==> src/design/bfs_pkg.sv <==
// ----------------------------------------------------------------------------
// bfs_pkg
// Shared types, codes and constants of the breadth-first search block.
// ----------------------------------------------------------------------------
`default_nettype none

package bfs_pkg;

	localparam int FUNC_W   = 2;
	localparam int VERTEX_W = 6;
	localparam int STATUS_W = 2;
	localparam int COUNT_W  = 7;
	localparam int EDGE_W   = 2 * VERTEX_W;

	localparam int DEF_MAX_VERTICES = 64;
	localparam int DEF_MAX_EDGES    = 256;

	localparam logic [COUNT_W-1:0] COUNT_RESET = 7'd64;

	localparam logic [FUNC_W-1:0] FUNC_ADD    = 2'd0;
	localparam logic [FUNC_W-1:0] FUNC_SEARCH = 2'd1;
	localparam logic [FUNC_W-1:0] FUNC_CLEAR  = 2'd2;

	localparam logic [STATUS_W-1:0] STAT_VISIT  = 2'd0;
	localparam logic [STATUS_W-1:0] STAT_REJECT = 2'd1;
	localparam logic [STATUS_W-1:0] STAT_RANGE  = 2'd2;

	typedef enum logic [2:0] {
		ST_IDLE,
		ST_POP,
		ST_LOAD,
		ST_SCAN,
		ST_EMIT
	} bfs_state_t;

	// datapath conditions seen by the sequencer
	typedef struct packed {
		logic search_go;
		logic scan_done;
		logic slot_free;
		logic queue_empty;
	} bfs_stat_t;

	// sequencer commands to the datapath
	typedef struct packed {
		logic idle;
		logic load_cur;
		logic scan;
		logic emit;
	} bfs_ctrl_t;

endpackage

`default_nettype wire

==> src/design/bfs_if.sv <==
// ----------------------------------------------------------------------------
// bfs_if
// Valid/ready channels for the request and result streams.
// ----------------------------------------------------------------------------
`default_nettype none

interface bfs_req_if;
	logic                          valid;
	logic                          ready;
	logic [bfs_pkg::FUNC_W-1:0]    func;
	logic [bfs_pkg::VERTEX_W-1:0]  src_vertex;
	logic [bfs_pkg::VERTEX_W-1:0]  dst_vertex;
	logic [bfs_pkg::VERTEX_W-1:0]  start_vertex;

	modport source (output valid, func, src_vertex, dst_vertex, start_vertex, input ready);
	modport sink   (input valid, func, src_vertex, dst_vertex, start_vertex, output ready);
endinterface

interface bfs_rsp_if;
	logic                          valid;
	logic                          ready;
	logic [bfs_pkg::VERTEX_W-1:0]  vertex;
	logic [bfs_pkg::STATUS_W-1:0]  status;
	logic                          last;

	modport source (output valid, vertex, status, last, input ready);
	modport sink   (input valid, vertex, status, last, output ready);
endinterface

`default_nettype wire

==> src/design/bfs_ram.sv <==
// ----------------------------------------------------------------------------
// bfs_ram
// Generic simple dual-port RAM, one write port, one registered read port.
// ----------------------------------------------------------------------------
`default_nettype none

module bfs_ram #(
	parameter int WIDTH = 8,
	parameter int DEPTH = 16,
	localparam int AW = (DEPTH > 1) ? $clog2(DEPTH) : 1
) (
	input  wire logic             clk,
	input  wire logic             we,
	input  wire logic [AW-1:0]    waddr,
	input  wire logic [WIDTH-1:0] wdata,
	input  wire logic [AW-1:0]    raddr,
	output logic      [WIDTH-1:0] rdata
);

	logic [WIDTH-1:0] mem [DEPTH];

	always_ff @(posedge clk) begin
		if (we) begin
			mem[waddr] <= wdata;
		end
		rdata <= mem[raddr];
	end

endmodule

`default_nettype wire

==> src/design/bfs_nbr.sv <==
// ----------------------------------------------------------------------------
// bfs_nbr
// Neighbor compare unit: picks the far end of a stored edge that touches the
// current vertex and checks it against the vertex count and visited map.
// ----------------------------------------------------------------------------
`default_nettype none

module bfs_nbr #(
	parameter int MAX_VERTICES = bfs_pkg::DEF_MAX_VERTICES,
	localparam int VAW = $clog2(MAX_VERTICES)
) (
	input  wire logic [bfs_pkg::EDGE_W-1:0]   edge_data,
	input  wire logic [bfs_pkg::VERTEX_W-1:0] cur,
	input  wire logic [bfs_pkg::COUNT_W-1:0]  n,
	input  wire logic [MAX_VERTICES-1:0]      visited,
	output logic                              hit,
	output logic [bfs_pkg::VERTEX_W-1:0]      nb
);
	import bfs_pkg::*;

	logic [VERTEX_W-1:0] end_a;
	logic [VERTEX_W-1:0] end_b;
	logic                match_a;
	logic                touch;
	logic                in_rng;

	always_comb begin
		end_a   = edge_data[EDGE_W-1:VERTEX_W];
		end_b   = edge_data[VERTEX_W-1:0];
		match_a = (end_a == cur);
		touch   = match_a || (end_b == cur);
		nb      = match_a ? end_b : end_a;
		// drop stale neighbors left from a larger vertex count
		in_rng  = ({1'b0, nb} < n);
		hit     = touch && in_rng && !visited[nb[VAW-1:0]];
	end

endmodule

`default_nettype wire

==> src/design/bfs_seq.sv <==
// ----------------------------------------------------------------------------
// bfs_seq
// Sequencer of the search: pop a vertex, scan the edge store, emit a result.
// ----------------------------------------------------------------------------
`default_nettype none

module bfs_seq (
	input  wire logic               clk,
	input  wire logic               arst_n,
	input  wire bfs_pkg::bfs_stat_t stat,
	output bfs_pkg::bfs_ctrl_t      ctrl
);
	import bfs_pkg::*;

	bfs_state_t state_q;
	bfs_state_t state_d;

	always_ff @(posedge clk or negedge arst_n) begin
		if (!arst_n) begin
			state_q <= ST_IDLE;
		end else begin
			state_q <= state_d;
		end
	end

	always_comb begin
		state_d = state_q;
		case (state_q)
			ST_IDLE: begin
				if (stat.search_go) begin
					state_d = ST_POP;
				end
			end
			ST_POP:  state_d = ST_LOAD;
			ST_LOAD: state_d = ST_SCAN;
			ST_SCAN: begin
				if (stat.scan_done) begin
					state_d = ST_EMIT;
				end
			end
			ST_EMIT: begin
				if (stat.slot_free) begin
					state_d = stat.queue_empty ? ST_IDLE : ST_POP;
				end
			end
			default: state_d = ST_IDLE;
		endcase
	end

	always_comb begin
		ctrl.idle     = (state_q == ST_IDLE);
		ctrl.load_cur = (state_q == ST_LOAD);
		ctrl.scan     = (state_q == ST_SCAN);
		ctrl.emit     = (state_q == ST_EMIT) && stat.slot_free;
	end

endmodule

`default_nettype wire

==> src/design/breadth_first_search_order.sv <==
// Breadth-first search over an edge list.
// Add, clear and func 3 give no result; a rejected edge or a bad start vertex
// gives its result in the cycle after the transfer.
// A search pops, loads, scans and emits each visited vertex in turn, reading the stored
// edges through the single edge-store read port; input stalls until the last result.
// Reset clears the sequencer, empties the edge store and sets vertex_count 64.
`default_nettype none

module breadth_first_search_order #(
	parameter int MAX_VERTICES = bfs_pkg::DEF_MAX_VERTICES,
	parameter int MAX_EDGES    = bfs_pkg::DEF_MAX_EDGES
) (
	input  wire logic                          clk,
	input  wire logic                          arst_n,
	input  wire logic                          cfg_we,
	input  wire logic [bfs_pkg::COUNT_W-1:0]   cfg_wdata,
	bfs_req_if.sink                            req,
	bfs_rsp_if.source                          rsp
);
	import bfs_pkg::*;

	localparam int TW  = $clog2(MAX_EDGES + 1);
	localparam int EAW = (MAX_EDGES > 1) ? $clog2(MAX_EDGES) : 1;
	localparam int HW  = $clog2(MAX_VERTICES + 1);
	localparam int VAW = $clog2(MAX_VERTICES);

	bfs_stat_t stat;
	bfs_ctrl_t ctrl;

	logic [COUNT_W-1:0]      vertex_count_q;
	logic [COUNT_W-1:0]      n;
	logic [TW-1:0]           total_q;
	logic [TW-1:0]           e_q;
	logic                    edv_s1;
	logic [MAX_VERTICES-1:0] visited_q;
	logic [HW-1:0]           head_q;
	logic [HW-1:0]           tail_q;
	logic [VERTEX_W-1:0]     cur_q;

	logic                    out_valid_q;
	logic [VERTEX_W-1:0]     out_vertex_q;
	logic [STATUS_W-1:0]     out_status_q;
	logic                    out_last_q;

	logic                    req_fire;
	logic                    full;
	logic                    reject;
	logic                    range_err;
	logic                    add_ok;
	logic                    e_lt;
	logic                    hit;
	logic [VERTEX_W-1:0]     nb;
	logic                    enq;
	logic                    load_out;

	logic [EDGE_W-1:0]       edge_rdata;
	logic                    q_we;
	logic [VAW-1:0]          q_waddr;
	logic [VERTEX_W-1:0]     q_wdata;
	logic [VERTEX_W-1:0]     q_rdata;

	// effective vertex count saturates at the graph size
	assign n = (vertex_count_q > COUNT_W'(MAX_VERTICES)) ? COUNT_W'(MAX_VERTICES)
		: vertex_count_q;

	assign stat.slot_free = !out_valid_q || rsp.ready;
	assign req.ready      = ctrl.idle && stat.slot_free;
	assign req_fire       = req.valid && req.ready;

	assign full      = (total_q == TW'(MAX_EDGES));
	assign reject    = req_fire && (req.func == FUNC_ADD) &&
		(({1'b0, req.src_vertex} >= n) || ({1'b0, req.dst_vertex} >= n) || full);
	assign add_ok    = req_fire && (req.func == FUNC_ADD) && !reject;
	assign range_err = req_fire && (req.func == FUNC_SEARCH) &&
		({1'b0, req.start_vertex} >= n);
	assign stat.search_go = req_fire && (req.func == FUNC_SEARCH) && !range_err;

	assign e_lt             = (e_q < total_q);
	assign stat.scan_done   = !e_lt && !edv_s1;
	assign stat.queue_empty = (head_q >= tail_q);
	assign enq              = edv_s1 && hit;

	bfs_seq u_seq (
		.clk    (clk),
		.arst_n (arst_n),
		.stat   (stat),
		.ctrl   (ctrl)
	);

	bfs_ram #(
		.WIDTH (EDGE_W),
		.DEPTH (MAX_EDGES)
	) u_edge_ram (
		.clk   (clk),
		.we    (add_ok),
		.waddr (total_q[EAW-1:0]),
		.wdata ({req.src_vertex, req.dst_vertex}),
		.raddr (e_q[EAW-1:0]),
		.rdata (edge_rdata)
	);

	assign q_we    = stat.search_go || enq;
	assign q_waddr = stat.search_go ? '0 : tail_q[VAW-1:0];
	assign q_wdata = stat.search_go ? req.start_vertex : nb;

	bfs_ram #(
		.WIDTH (VERTEX_W),
		.DEPTH (MAX_VERTICES)
	) u_queue_ram (
		.clk   (clk),
		.we    (q_we),
		.waddr (q_waddr),
		.wdata (q_wdata),
		.raddr (head_q[VAW-1:0]),
		.rdata (q_rdata)
	);

	bfs_nbr #(
		.MAX_VERTICES (MAX_VERTICES)
	) u_nbr (
		.edge_data (edge_rdata),
		.cur       (cur_q),
		.n         (n),
		.visited   (visited_q),
		.hit       (hit),
		.nb        (nb)
	);

	always_ff @(posedge clk or negedge arst_n) begin
		if (!arst_n) begin
			vertex_count_q <= COUNT_RESET;
			total_q        <= '0;
			e_q            <= '0;
			edv_s1         <= 1'b0;
			visited_q      <= '0;
			head_q         <= '0;
			tail_q         <= '0;
		end else begin
			if (cfg_we) begin
				vertex_count_q <= cfg_wdata;
			end

			if (req_fire && (req.func == FUNC_CLEAR)) begin
				total_q <= '0;
			end else if (add_ok) begin
				total_q <= total_q + TW'(1);
			end

			if (ctrl.load_cur) begin
				e_q <= '0;
			end else if (ctrl.scan && e_lt) begin
				e_q <= e_q + TW'(1);
			end
			edv_s1 <= ctrl.scan && e_lt;

			if (stat.search_go) begin
				visited_q <= MAX_VERTICES'(1) << req.start_vertex[VAW-1:0];
				head_q    <= '0;
				tail_q    <= HW'(1);
			end else begin
				if (enq) begin
					visited_q[nb[VAW-1:0]] <= 1'b1;
					tail_q                 <= tail_q + HW'(1);
				end
				if (ctrl.load_cur) begin
					head_q <= head_q + HW'(1);
				end
			end
		end
	end

	always_ff @(posedge clk) begin
		if (ctrl.load_cur) begin
			cur_q <= q_rdata;
		end
	end

	// result register: holds one transfer while the sink stalls
	assign load_out = ctrl.emit || reject || range_err;

	always_ff @(posedge clk or negedge arst_n) begin
		if (!arst_n) begin
			out_valid_q <= 1'b0;
		end else if (load_out) begin
			out_valid_q <= 1'b1;
		end else if (rsp.ready) begin
			out_valid_q <= 1'b0;
		end
	end

	always_ff @(posedge clk) begin
		if (ctrl.emit) begin
			out_vertex_q <= cur_q;
			out_status_q <= STAT_VISIT;
			out_last_q   <= stat.queue_empty;
		end else if (load_out) begin
			out_vertex_q <= '0;
			out_status_q <= reject ? STAT_REJECT : STAT_RANGE;
			out_last_q   <= 1'b1;
		end
	end

	assign rsp.valid  = out_valid_q;
	assign rsp.vertex = out_vertex_q;
	assign rsp.status = out_status_q;
	assign rsp.last   = out_last_q;

`ifndef SYNTH
	a_queue_order: assert property (@(posedge clk) disable iff (!arst_n)
		head_q <= tail_q)
		else $error("queue head passed tail");

	a_edge_bound: assert property (@(posedge clk) disable iff (!arst_n)
		total_q <= TW'(MAX_EDGES))
		else $error("edge total above store depth");

	a_search_seed: assert property (@(posedge clk) disable iff (!arst_n)
		stat.search_go |=> $countones(visited_q) == 1)
		else $error("search did not start from a single visited vertex");

	a_last_to_idle: assert property (@(posedge clk) disable iff (!arst_n)
		ctrl.emit && stat.queue_empty |=> ctrl.idle)
		else $error("sequencer kept running after final result");
`endif

endmodule

`default_nettype wire
==> src/flat_wrapper.sv <==
// flat-port wrapper written by rule: the top's interface ports become plain ports
module breadth_first_search_order_flat import bfs_pkg::*;
#(
	parameter int MAX_VERTICES = bfs_pkg::DEF_MAX_VERTICES,
	parameter int MAX_EDGES    = bfs_pkg::DEF_MAX_EDGES
)
  (clk, arst_n, cfg_we, cfg_wdata, req_valid, req_func, req_src_vertex, req_dst_vertex, req_start_vertex, req_ready, rsp_valid, rsp_vertex, rsp_status, rsp_last, rsp_ready);
  bfs_req_if req_i ();
  bfs_rsp_if rsp_i ();
  input  wire logic clk;
  input  wire logic arst_n;
  input  wire logic cfg_we;
  input  wire logic [bfs_pkg::COUNT_W-1:0] cfg_wdata;
  input wire logic [$bits(req_i.valid)-1:0] req_valid;
  input wire logic [$bits(req_i.func)-1:0] req_func;
  input wire logic [$bits(req_i.src_vertex)-1:0] req_src_vertex;
  input wire logic [$bits(req_i.dst_vertex)-1:0] req_dst_vertex;
  input wire logic [$bits(req_i.start_vertex)-1:0] req_start_vertex;
  output wire logic [$bits(req_i.ready)-1:0] req_ready;
  output wire logic [$bits(rsp_i.valid)-1:0] rsp_valid;
  output wire logic [$bits(rsp_i.vertex)-1:0] rsp_vertex;
  output wire logic [$bits(rsp_i.status)-1:0] rsp_status;
  output wire logic [$bits(rsp_i.last)-1:0] rsp_last;
  input wire logic [$bits(rsp_i.ready)-1:0] rsp_ready;
  assign req_i.valid = req_valid;
  assign req_i.func = req_func;
  assign req_i.src_vertex = req_src_vertex;
  assign req_i.dst_vertex = req_dst_vertex;
  assign req_i.start_vertex = req_start_vertex;
  assign req_ready = req_i.ready;
  assign rsp_valid = rsp_i.valid;
  assign rsp_vertex = rsp_i.vertex;
  assign rsp_status = rsp_i.status;
  assign rsp_last = rsp_i.last;
  assign rsp_i.ready = rsp_ready;
  breadth_first_search_order #(.MAX_VERTICES(MAX_VERTICES), .MAX_EDGES(MAX_EDGES)) u_core (.clk(clk), .arst_n(arst_n), .cfg_we(cfg_we), .cfg_wdata(cfg_wdata), .req(req_i), .rsp(rsp_i));
endmodule
==> config.mk <==
export PLATFORM = sky130hd
export DESIGN_NAME = breadth_first_search_order_flat
export DESIGN_NICKNAME = d
export VERILOG_FILES = /design/src/design/bfs_pkg.sv /design/src/design/bfs_if.sv /design/src/design/bfs_ram.sv /design/src/design/bfs_nbr.sv /design/src/design/bfs_seq.sv /design/src/design/breadth_first_search_order.sv /design/src/flat_wrapper.sv
export SDC_FILE = /design/constraint.sdc
export NUM_CORES = 2
export LEC_CHECK = 0
export BUFFER_PORTS_ARGS = -buffer_cell sky130_fd_sc_hd__buf_2
export CORE_AREA = 2 2 596 598
export DETAILED_ROUTE_END_ITERATION = 12
export DIE_AREA = 0 0 598 600
export GPL_ROUTABILITY_DRIVEN = 1
export PLACE_DENSITY = 0.52
export RECOVER_POWER = 50
export SLEW_MARGIN = 20
export SYNTH_ARGS = -nofsm -noshare
export SYNTH_HDL_FRONTEND = slang
export SYNTH_SLANG_ARGS = --single-unit
==> constraint.sdc <==
create_clock -name clk -period 13.6 [get_ports clk]
set_clock_uncertainty 0.05 [all_clocks]
set_input_delay 0.68 -clock clk [delete_from_list [all_inputs] [get_ports clk]]
set_output_delay 0.68 -clock clk [all_outputs]
set_load 0.01 [all_outputs]
# Yosys cells after proc, flatten, opt, wreduce, memory -nomap -nowiden
# Memory sizes are Yosys's and may differ from the RTL's. A register that Yosys moved wholly into a read port is not among the register bits.
# Index checks and enable logic that the tools add are counted.
[op_classes] n_addsub=4 magnitude_cmp=9 n_eq_ne=12 shifts=1 muxes=34 bitwise_logic=1 n_reduce_logical=38
[op_table] op="$mux W64" n=2
[op_table] op="$or A64 B64 Y64" n=1
[op_table] op="$shl A1 B6 Y64 const A" n=1
[op_table] op="$mux W9" n=4
[op_table] op="$mux W7" n=5
[op_table] op="$mux W6" n=5
[op_table] op="$ge A6 B7 Y1" n=3
[op_table] op="$add A9 B1 Y9 const B" n=2
[op_table] op="$logic_and A1 B1 Y1" n=16
[op_table] op="$pmux W3 S5" n=1
[op_table] op="$add A7 B1 Y7 const B" n=2
[op_table] op="$eq A6 B6 Y1" n=2
[op_table] op="$reduce_bool A2 Y1" n=6
[op_table] op="$mux W1" n=11
[op_table] op="$eq A9 B9 Y1 const B" n=1
[op_table] op="$lt A9 B9 Y1" n=1
[op_table] op="$mux W3" n=3
[op_table] op="$ge A7 B7 Y1" n=1
[op_table] op="$gt A7 B7 Y1 const B" n=1
[op_table] op="$logic_or A1 B1 Y1" n=7
[op_table] op="$lt A6 B7 Y1" n=1
[op_table] op="$lt A6 B7 Y1 const B" n=1
[op_table] op="$bmux W1 S6" n=1
[op_table] op="$demux W1 S6" n=1
[op_table] op="other kinds (12)" n=20
[totals] regBits=123 ram_bits=3456 inputBits=32 output_inout_bits=11 wordCells=114 n_memories=2
[mem_list] memory="u_core.u_edge_ram.mem" depth=256 word_bits=12 read_ports=1 rd_clocked_by_memory_dff=1 write_ports=1 line="bfs_ram.sv:20" source="logic [WIDTH-1:0] mem [DEPTH];"
[mem_list] memory="u_core.u_queue_ram.mem" depth=64 word_bits=6 read_ports=1 rd_clocked_by_memory_dff=1 write_ports=1 line="bfs_ram.sv:20"

# Depth between registers and ports, before layout
[logic_depth] word_depth=11 mapped_depth=20 ltp_nobuf=16

# By module
# A second synthesis with hierarchy kept.
[hier_totals] cells_unflattened=7101 hier_area_um2=141672.1
[modules_own_cells] module="bfs_ram at u_core.u_edge_ram" instances=1 cells_each=5506 area_per_inst_um2=118632.5 seq_area_each_um2=92488.7
[modules_own_cells] module="bfs_ram at u_core.u_queue_ram" instances=1 cells_each=720 area_per_inst_um2=15225.9 seq_area_each_um2=11651.2
[modules_own_cells] module="breadth_first_search_order" instances=1 cells_each=695 area_per_inst_um2=6503.7 seq_area_each_um2=3059.2
[modules_own_cells] module="bfs_nbr" instances=1 cells_each=161 area_per_inst_um2=1153.6 seq_area_each_um2=0.0
[modules_own_cells] module="bfs_seq" instances=1 cells_each=19 area_per_inst_um2=156.4 seq_area_each_um2=75.1

# Worst setup path before layout
# OpenSTA, ideal clock, no wires.
[synth_path] path_type="register to register" start="register u_core.cur_q[1]" end="memory u_core.u_queue_ram.mem[10][0] in the netlist's numbering, enable pin" setup_ns=0.350 t_arrival_ns=4.717 t_required_ns=13.200 setup_slack_ns=8.483 path_stages_with_launch=18 n_path_buf=2 synth_period_minus_slack_ns=5.117 cell_sequence="edfxtp_1 xnor2_1 and4_1 buf_2 nand2_1 buf_2 mux2_2 ha_1 a21o_1 a21oi_1 o21ai_0 a21o_1 a41o_1 a2111oi_0 or4b_4 a2111oi_4 nand4_4 nor2_1"
[synth_via] elab_chain_cells=10 elab_cells_between_ends=14 classes_between="order compare: 1; eq/ne: 2; mux: 5; reduce/logical: 6"
[synth_lines] element="start, declared" line="breadth_first_search_order.sv:38" source="logic [VERTEX_W-1:0] cur_q;"
[synth_lines] element="start signal, assigned" line="breadth_first_search_order.sv:174" source="cur_q <= q_rdata;"
[synth_lines] element="$eq A6 B6 Y1" line="bfs_nbr.sv:30" source="match_a = (end_a == cur);"
[synth_lines] element="$mux W6" line="bfs_nbr.sv:32" source="nb = match_a ? end_b : end_a;"
[synth_lines] element="$bmux W1 S6" line="bfs_nbr.sv:35" source="hit = touch && in_rng && !visited[nb[VAW-1:0]];"
[synth_lines] element="$mux W1 (not written as such)" line="bfs_nbr.sv:35"
[synth_lines] element="$logic_not A1 Y1" line="bfs_nbr.sv:35"
[synth_lines] element="$logic_and A1 B1 Y1 *" line="bfs_nbr.sv:35"
[synth_lines] element="$logic_and A1 B1 Y1 *" line="breadth_first_search_order.sv:81" source="assign enq = edv_s1 && hit;"
[synth_lines] element="$logic_or A1 B1 Y1 *" line="breadth_first_search_order.sv:102" source="assign q_we = stat.search_go || enq;"
[synth_lines] element="$mux W1 *" line="bfs_ram.sv:23" source="if (we) begin"
[synth_lines] element="$mux W1 (not written as such) *" line="bfs_ram.sv:24" source="mem[waddr] <= wdata;"
[synth_lines] element="end, declared" line="bfs_ram.sv:20"
# Every way passes the cells marked *; elsewhere a longest branch is shown, timed or not. The select of a mux whose other input is x is not followed.

# Worst setup path after layout
[layout_path] start="input port req_dst_vertex[0]" end="memory u_core.u_edge_ram.mem[31][11] in the netlist's numbering, enable pin"
[layout_via] elab_chain_cells=8
[layout_lines] element="start, declared" line="flat_wrapper.sv:17" source="input wire logic [$bits(req_i.dst_vertex)-1:0] req_dst_vertex;"
[layout_lines] element="$ge A6 B7 Y1" line="breadth_first_search_order.sv:72" source="(({1'b0, req.src_vertex} >= n) || ({1'b0, req.dst_vertex} >= n) || full);"
[layout_lines] element="$logic_or A1 B1 Y1 (2 in a row)" line="breadth_first_search_order.sv:72"
[layout_lines] element="$logic_and A1 B1 Y1" line="breadth_first_search_order.sv:71" source="assign reject = req_fire && (req.func == FUNC_ADD) &&"
[layout_lines] element="$logic_not A1 Y1" line="breadth_first_search_order.sv:73" source="assign add_ok = req_fire && (req.func == FUNC_ADD) && !reject;"
[layout_lines] element="$logic_and A1 B1 Y1" line="breadth_first_search_order.sv:73"
[layout_lines] element="$mux W1" line="bfs_ram.sv:23"
[layout_lines] element="$mux W1 (not written as such)" line="bfs_ram.sv:24"
[layout_lines] element="end, declared" line="bfs_ram.sv:20"
# No other way between the ends.

==> tab_implementation.tex <==
\begin{tabular}{lr}
\hline
Metric & Value \\
\hline
\multicolumn{2}{l}{\textbf{Status}} \\
Run status & finished with violations \\
Failing checks & capacitance limit, slew limit \\
\multicolumn{2}{l}{\textbf{Routing}} \\
Met3 wire length & 26.5 mm \\
1st-pass router iterations & 6 \\
Sum of met2 wire segment lengths after detailed routing & 180 mm \\
Wire length the detailed router placed on met1 & 163 mm \\
Number of violations reported at the end of detailed-routing iteration 0 & 8050 \\
Max Used Layer & met5 \\
Number of vias after detailed routing & 66200 \\
Wire length per cell after detailed routing & 33.2 um \\
DRC violation count after routing & 0 \\
DRT Wirelength & 378 mm \\
Antenna viol nets, final & 0 \\
Via/cell ratio & 5.83 \\
\multicolumn{2}{l}{\textbf{Global routing}} \\
Total track usage & 20.9\% \\
First-pass GRT wire length & 531 mm \\
Overflow left after global routing & 0 \\
Pin count of the biggest net entering global routing & 152 \\
Initial antenna violation count & 28 \\
Vias in the first global route & 66400 \\
\multicolumn{2}{l}{\textbf{Hold path}} \\
Worst hold start & cfg\_we \\
Destination of the worst hold path & u\_core.vertex\_count\_q[1] \\
Worst Hold Depth & 2 \\
Hold WC Path Type & in -> reg \\
\multicolumn{2}{l}{\textbf{Yosys}} \\
Post-synth EDFFs & 3469 \\
Synth top cells by count & edfxtp\_1, mux4\_2, nor2\_1 \\
Cell type contributing the most total cell area after synthesis & edfxtp\_1 \\
Yosys cell types & 67 \\
Synth Flop Type & edfxtp\_1 \\
Cells after synthesis & 6170 \\
Register bit total from synthesis & 3597 \\
Synthesized netlist net count & 6245 \\
Sequential cell area fraction in the yosys report & 76.4\% \\
Syn Std Cell Area & 0.140 sq mm \\
Dominant cells by area after synthesis & edfxtp\_1, mux4\_2, dfrtp\_1 \\
Yosys top cell area share & 74.2\% \\
Synth Warn \# & 0 \\
Most used standard cell by instance count after synthesis & edfxtp\_1 \\
Fraction of synthesis flops using an asynchronous set or reset pin & 3.00\% \\
Mean post-synth cell area & 22.8 sq um \\
\multicolumn{2}{l}{\textbf{Power}} \\
LEAKAGE & 50.0 nW \\
Power per unit of standard cell area & 143 mW/mm\^{}2 \\
Worst VDD drop & 0.117 mV \\
\multicolumn{2}{l}{\textbf{CTS}} \\
\# clock sinks & 3597 \\
Hold\_buf cts & 10 \\
CTS buffer count & 381 \\
CTS root buf & clkbuf\_16 \\
Buffers inserted by post-CTS timing repair & 0 \\
Insertion delay of the later-clocked pin in the worst-skew pair & 960 ps \\
Post-CTS resize count & 0 \\
CTS tree & built \\
CTS clock-pin slew for the worst setup and hold paths & 70 ps \\
Number of H-tree levels & 5 \\
Clock Tree Buf Depth & 4 \\
\multicolumn{2}{l}{\textbf{STA}} \\
Tightest Pin Transition & 7280 ps \\
Final period util & 72.2\% \\
Final setup TNS & 0 ps \\
Time the worst path needs with I/O delays and setup & 9820 ps \\
Top achievable clock speed & 102 MHz \\
Final worst hold slack & 137 ps \\
Max-slew violation total from the final report & 3514 \\
Final critical-path setup slack & 3780 ps \\
RSZ-0062 raised after global routing & no \\
Hold violation total from the final report & 0 \\
Count of endpoints failing setup in the final report & 0 \\
Max transition margin & -385\% \\
\multicolumn{2}{l}{\textbf{Placed design}} \\
Post-Place Setup Slack & 7010 ps \\
DPL Wire Length & 226 mm \\
Routability-driven placement congestion ratio & 0.853 \\
\# port buffers & 42 \\
\multicolumn{2}{l}{\textbf{Setup path}} \\
Register-to-register setup slack & 5290 ps \\
Depth of the worst register-to-register path & 6 \\
Setup crit start kind & input pin \\
Crit end category & flop \\
Setup Crit Path Kind & in -> reg \\
Crit Path Max Fanout & 89 \\
Beginning of the worst register-to-register path & u\_core.e\_q[1] \\
Data arrival time of the critical path & 10450 ps \\
Worst path required time & 14230 ps \\
Endpoint of the lowest-slack register-to-register path & u\_core.u\_edge\_ram.rdata[9] \\
\multicolumn{2}{l}{\textbf{Finish}} \\
Final net count & 6506 \\
Share of layout cells above drive strength 1 & 30.7\% \\
Area Growth Syn to Fin & 13.5\% \\
\multicolumn{2}{l}{\textbf{Die}} \\
Die ar. & 0.359 sq mm \\
Die Height & 600 um \\
Initial core utilization & 39.9\% \\
I/O pin cnt & 43 \\
Width of the die & 598 um \\
Std-Cell Core Area & 0.352 sq mm \\
Row count & 218 \\
\multicolumn{2}{l}{\textbf{Job}} \\
Max-cap violation count & 58 \\
\hline
\end{tabular}
## kinds of logic (layout without fill, tap and decap cells)
group / after synthesis / count (layout) / share of synthesized area, %
other: 0 / 14 / 0
muxes: 1178 / 1178 / 18.6
AOI/OAI and AO/OA: 287 / 287 / 1.20
buffers and inverters: 383 / 947 / 1.04
and+or+nand+nor: 652 / 652 / 2.13
DFF: 3597 / 3597 / 76.4
adders and majority gates: 44 / 44 / 0.390
xor gates and xnor gates: 29 / 29 / 0.181
## power breakdown
| group | leakage, nW | switching [mW] | internal (mW) |
|---|---|---|---|
| clock network | 6.00 | 4.37 | 6.00 |
| registers | 32.7 | 0.0107 | 12.2 |
| logic | 11.3 | 0.234 | 0.0254 |
## cells in the final DEF (no fill, tap or decap), types with 11 or more instances in the layout
cell / instances
edfxtp_1: 3469
mux4_2: 1146
clkbuf_16: 385
nor2_1: 190
nor2_2: 175
clkbuf_1: 145
o21ai_0: 125
buf_4: 117
dfrtp_1: 100
clkinv_1: 84
a21oi_1: 80
nand2_1: 76
clkinv_2: 51
nor3_1: 50
ha_1: 43
bufinv_16: 40
inv_1: 30
nand3_1: 28
xnor2_1: 22
nand4_1: 22
dfxtp_1: 20
mux2_2: 19
a21o_1: 18
buf_2: 17
nand2b_1: 16
diode_2: 14
clkinvlp_4: 13
nand3_2: 11
nor4_1: 11
and3_1: 11
inv_6: 11
## metal layers
metal / GRT usage (%) / vias to the layer above
li1: - / 26800
met3: 3.05 / 476
met1: 30.7 / 36400
met5: 0 / -
met4: 4.58 / 2
met2: 33.4 / 2592
## worst max-delay path: stages
cell and delay [ps]:
clkbuf_1 3380, inv_1 330, ha_1 520, nand2b_1 110, a21o_1 110, a21o_1 130, maj3_1 180, a21oi_1 90
o221ai_1 530, a2111o_2 360, clkbuf_1 2460, nor2_1 870, buf_4 440
## through the flow
stage | total power [mW] | cells | instance area [sq um] | util (%)
2_1_floorplan | 12.4 | 6170 | 140000 | -
3_3_place_gp | 12.6 | 10700 | 147000 | 41.7
3_5_place_dp | 12.6 | 10700 | 147000 | 41.8
4_1_cts | 23.0 | 11400 | 160000 | 45.4
5_1_grt | 23.4 | 11400 | 159000 | 45.3
6_report | 22.8 | 11400 | 159000 | 45.3
## flip-flops by register name (all words and copies together), names as in the netlist, 7 cells and up
| name | flops |
|---|---|
| u_core.u_edge_ram.mem | 3072 |
| u_core.u_queue_ram.mem | 384 |
| u_core.visited_q | 64 |
| u_core.u_edge_ram.rdata | 12 |
| u_core.e_q | 9 |
| u_core.total_q | 9 |
| u_core.head_q | 7 |
| u_core.tail_q | 7 |
| u_core.vertex_count_q | 7 |
## worst max path at each step
stage | cells past startpoint | slack (ps) | start | endpoint
after global placement | 13 | 7150 | req_dst_vertex[0] | u_core.u_edge_ram.mem[98][10]
after floorplan | 17 | 8480 | u_core.cur_q[1] | u_core.u_queue_ram.mem[10][0]
final | 13 | 3780 | req_dst_vertex[0] | u_core.u_edge_ram.mem[31][11]
after CTS | 15 | 7060 | u_core.cur_q[0] | u_core.u_queue_ram.mem[44][3]
after global routing | 2 | 3470 | req_src_vertex[0] | u_core.u_edge_ram.mem[3][6]
after detailed placement | 14 | 7010 | req_dst_vertex[0] | u_core.u_edge_ram.mem[168][2]
## layout make-up
type	instances	area, sq um
clock buffers	464	9990
clock inverters	222	2370
fillers	29200	192000
flip-flops and latches	3597	107000
diodes	14	35.0
inverters	33	124
multi-input cells	2190	32200
well taps	4620	5780
repair buffers	228	1560
Power figures use the tool's default switching activity.
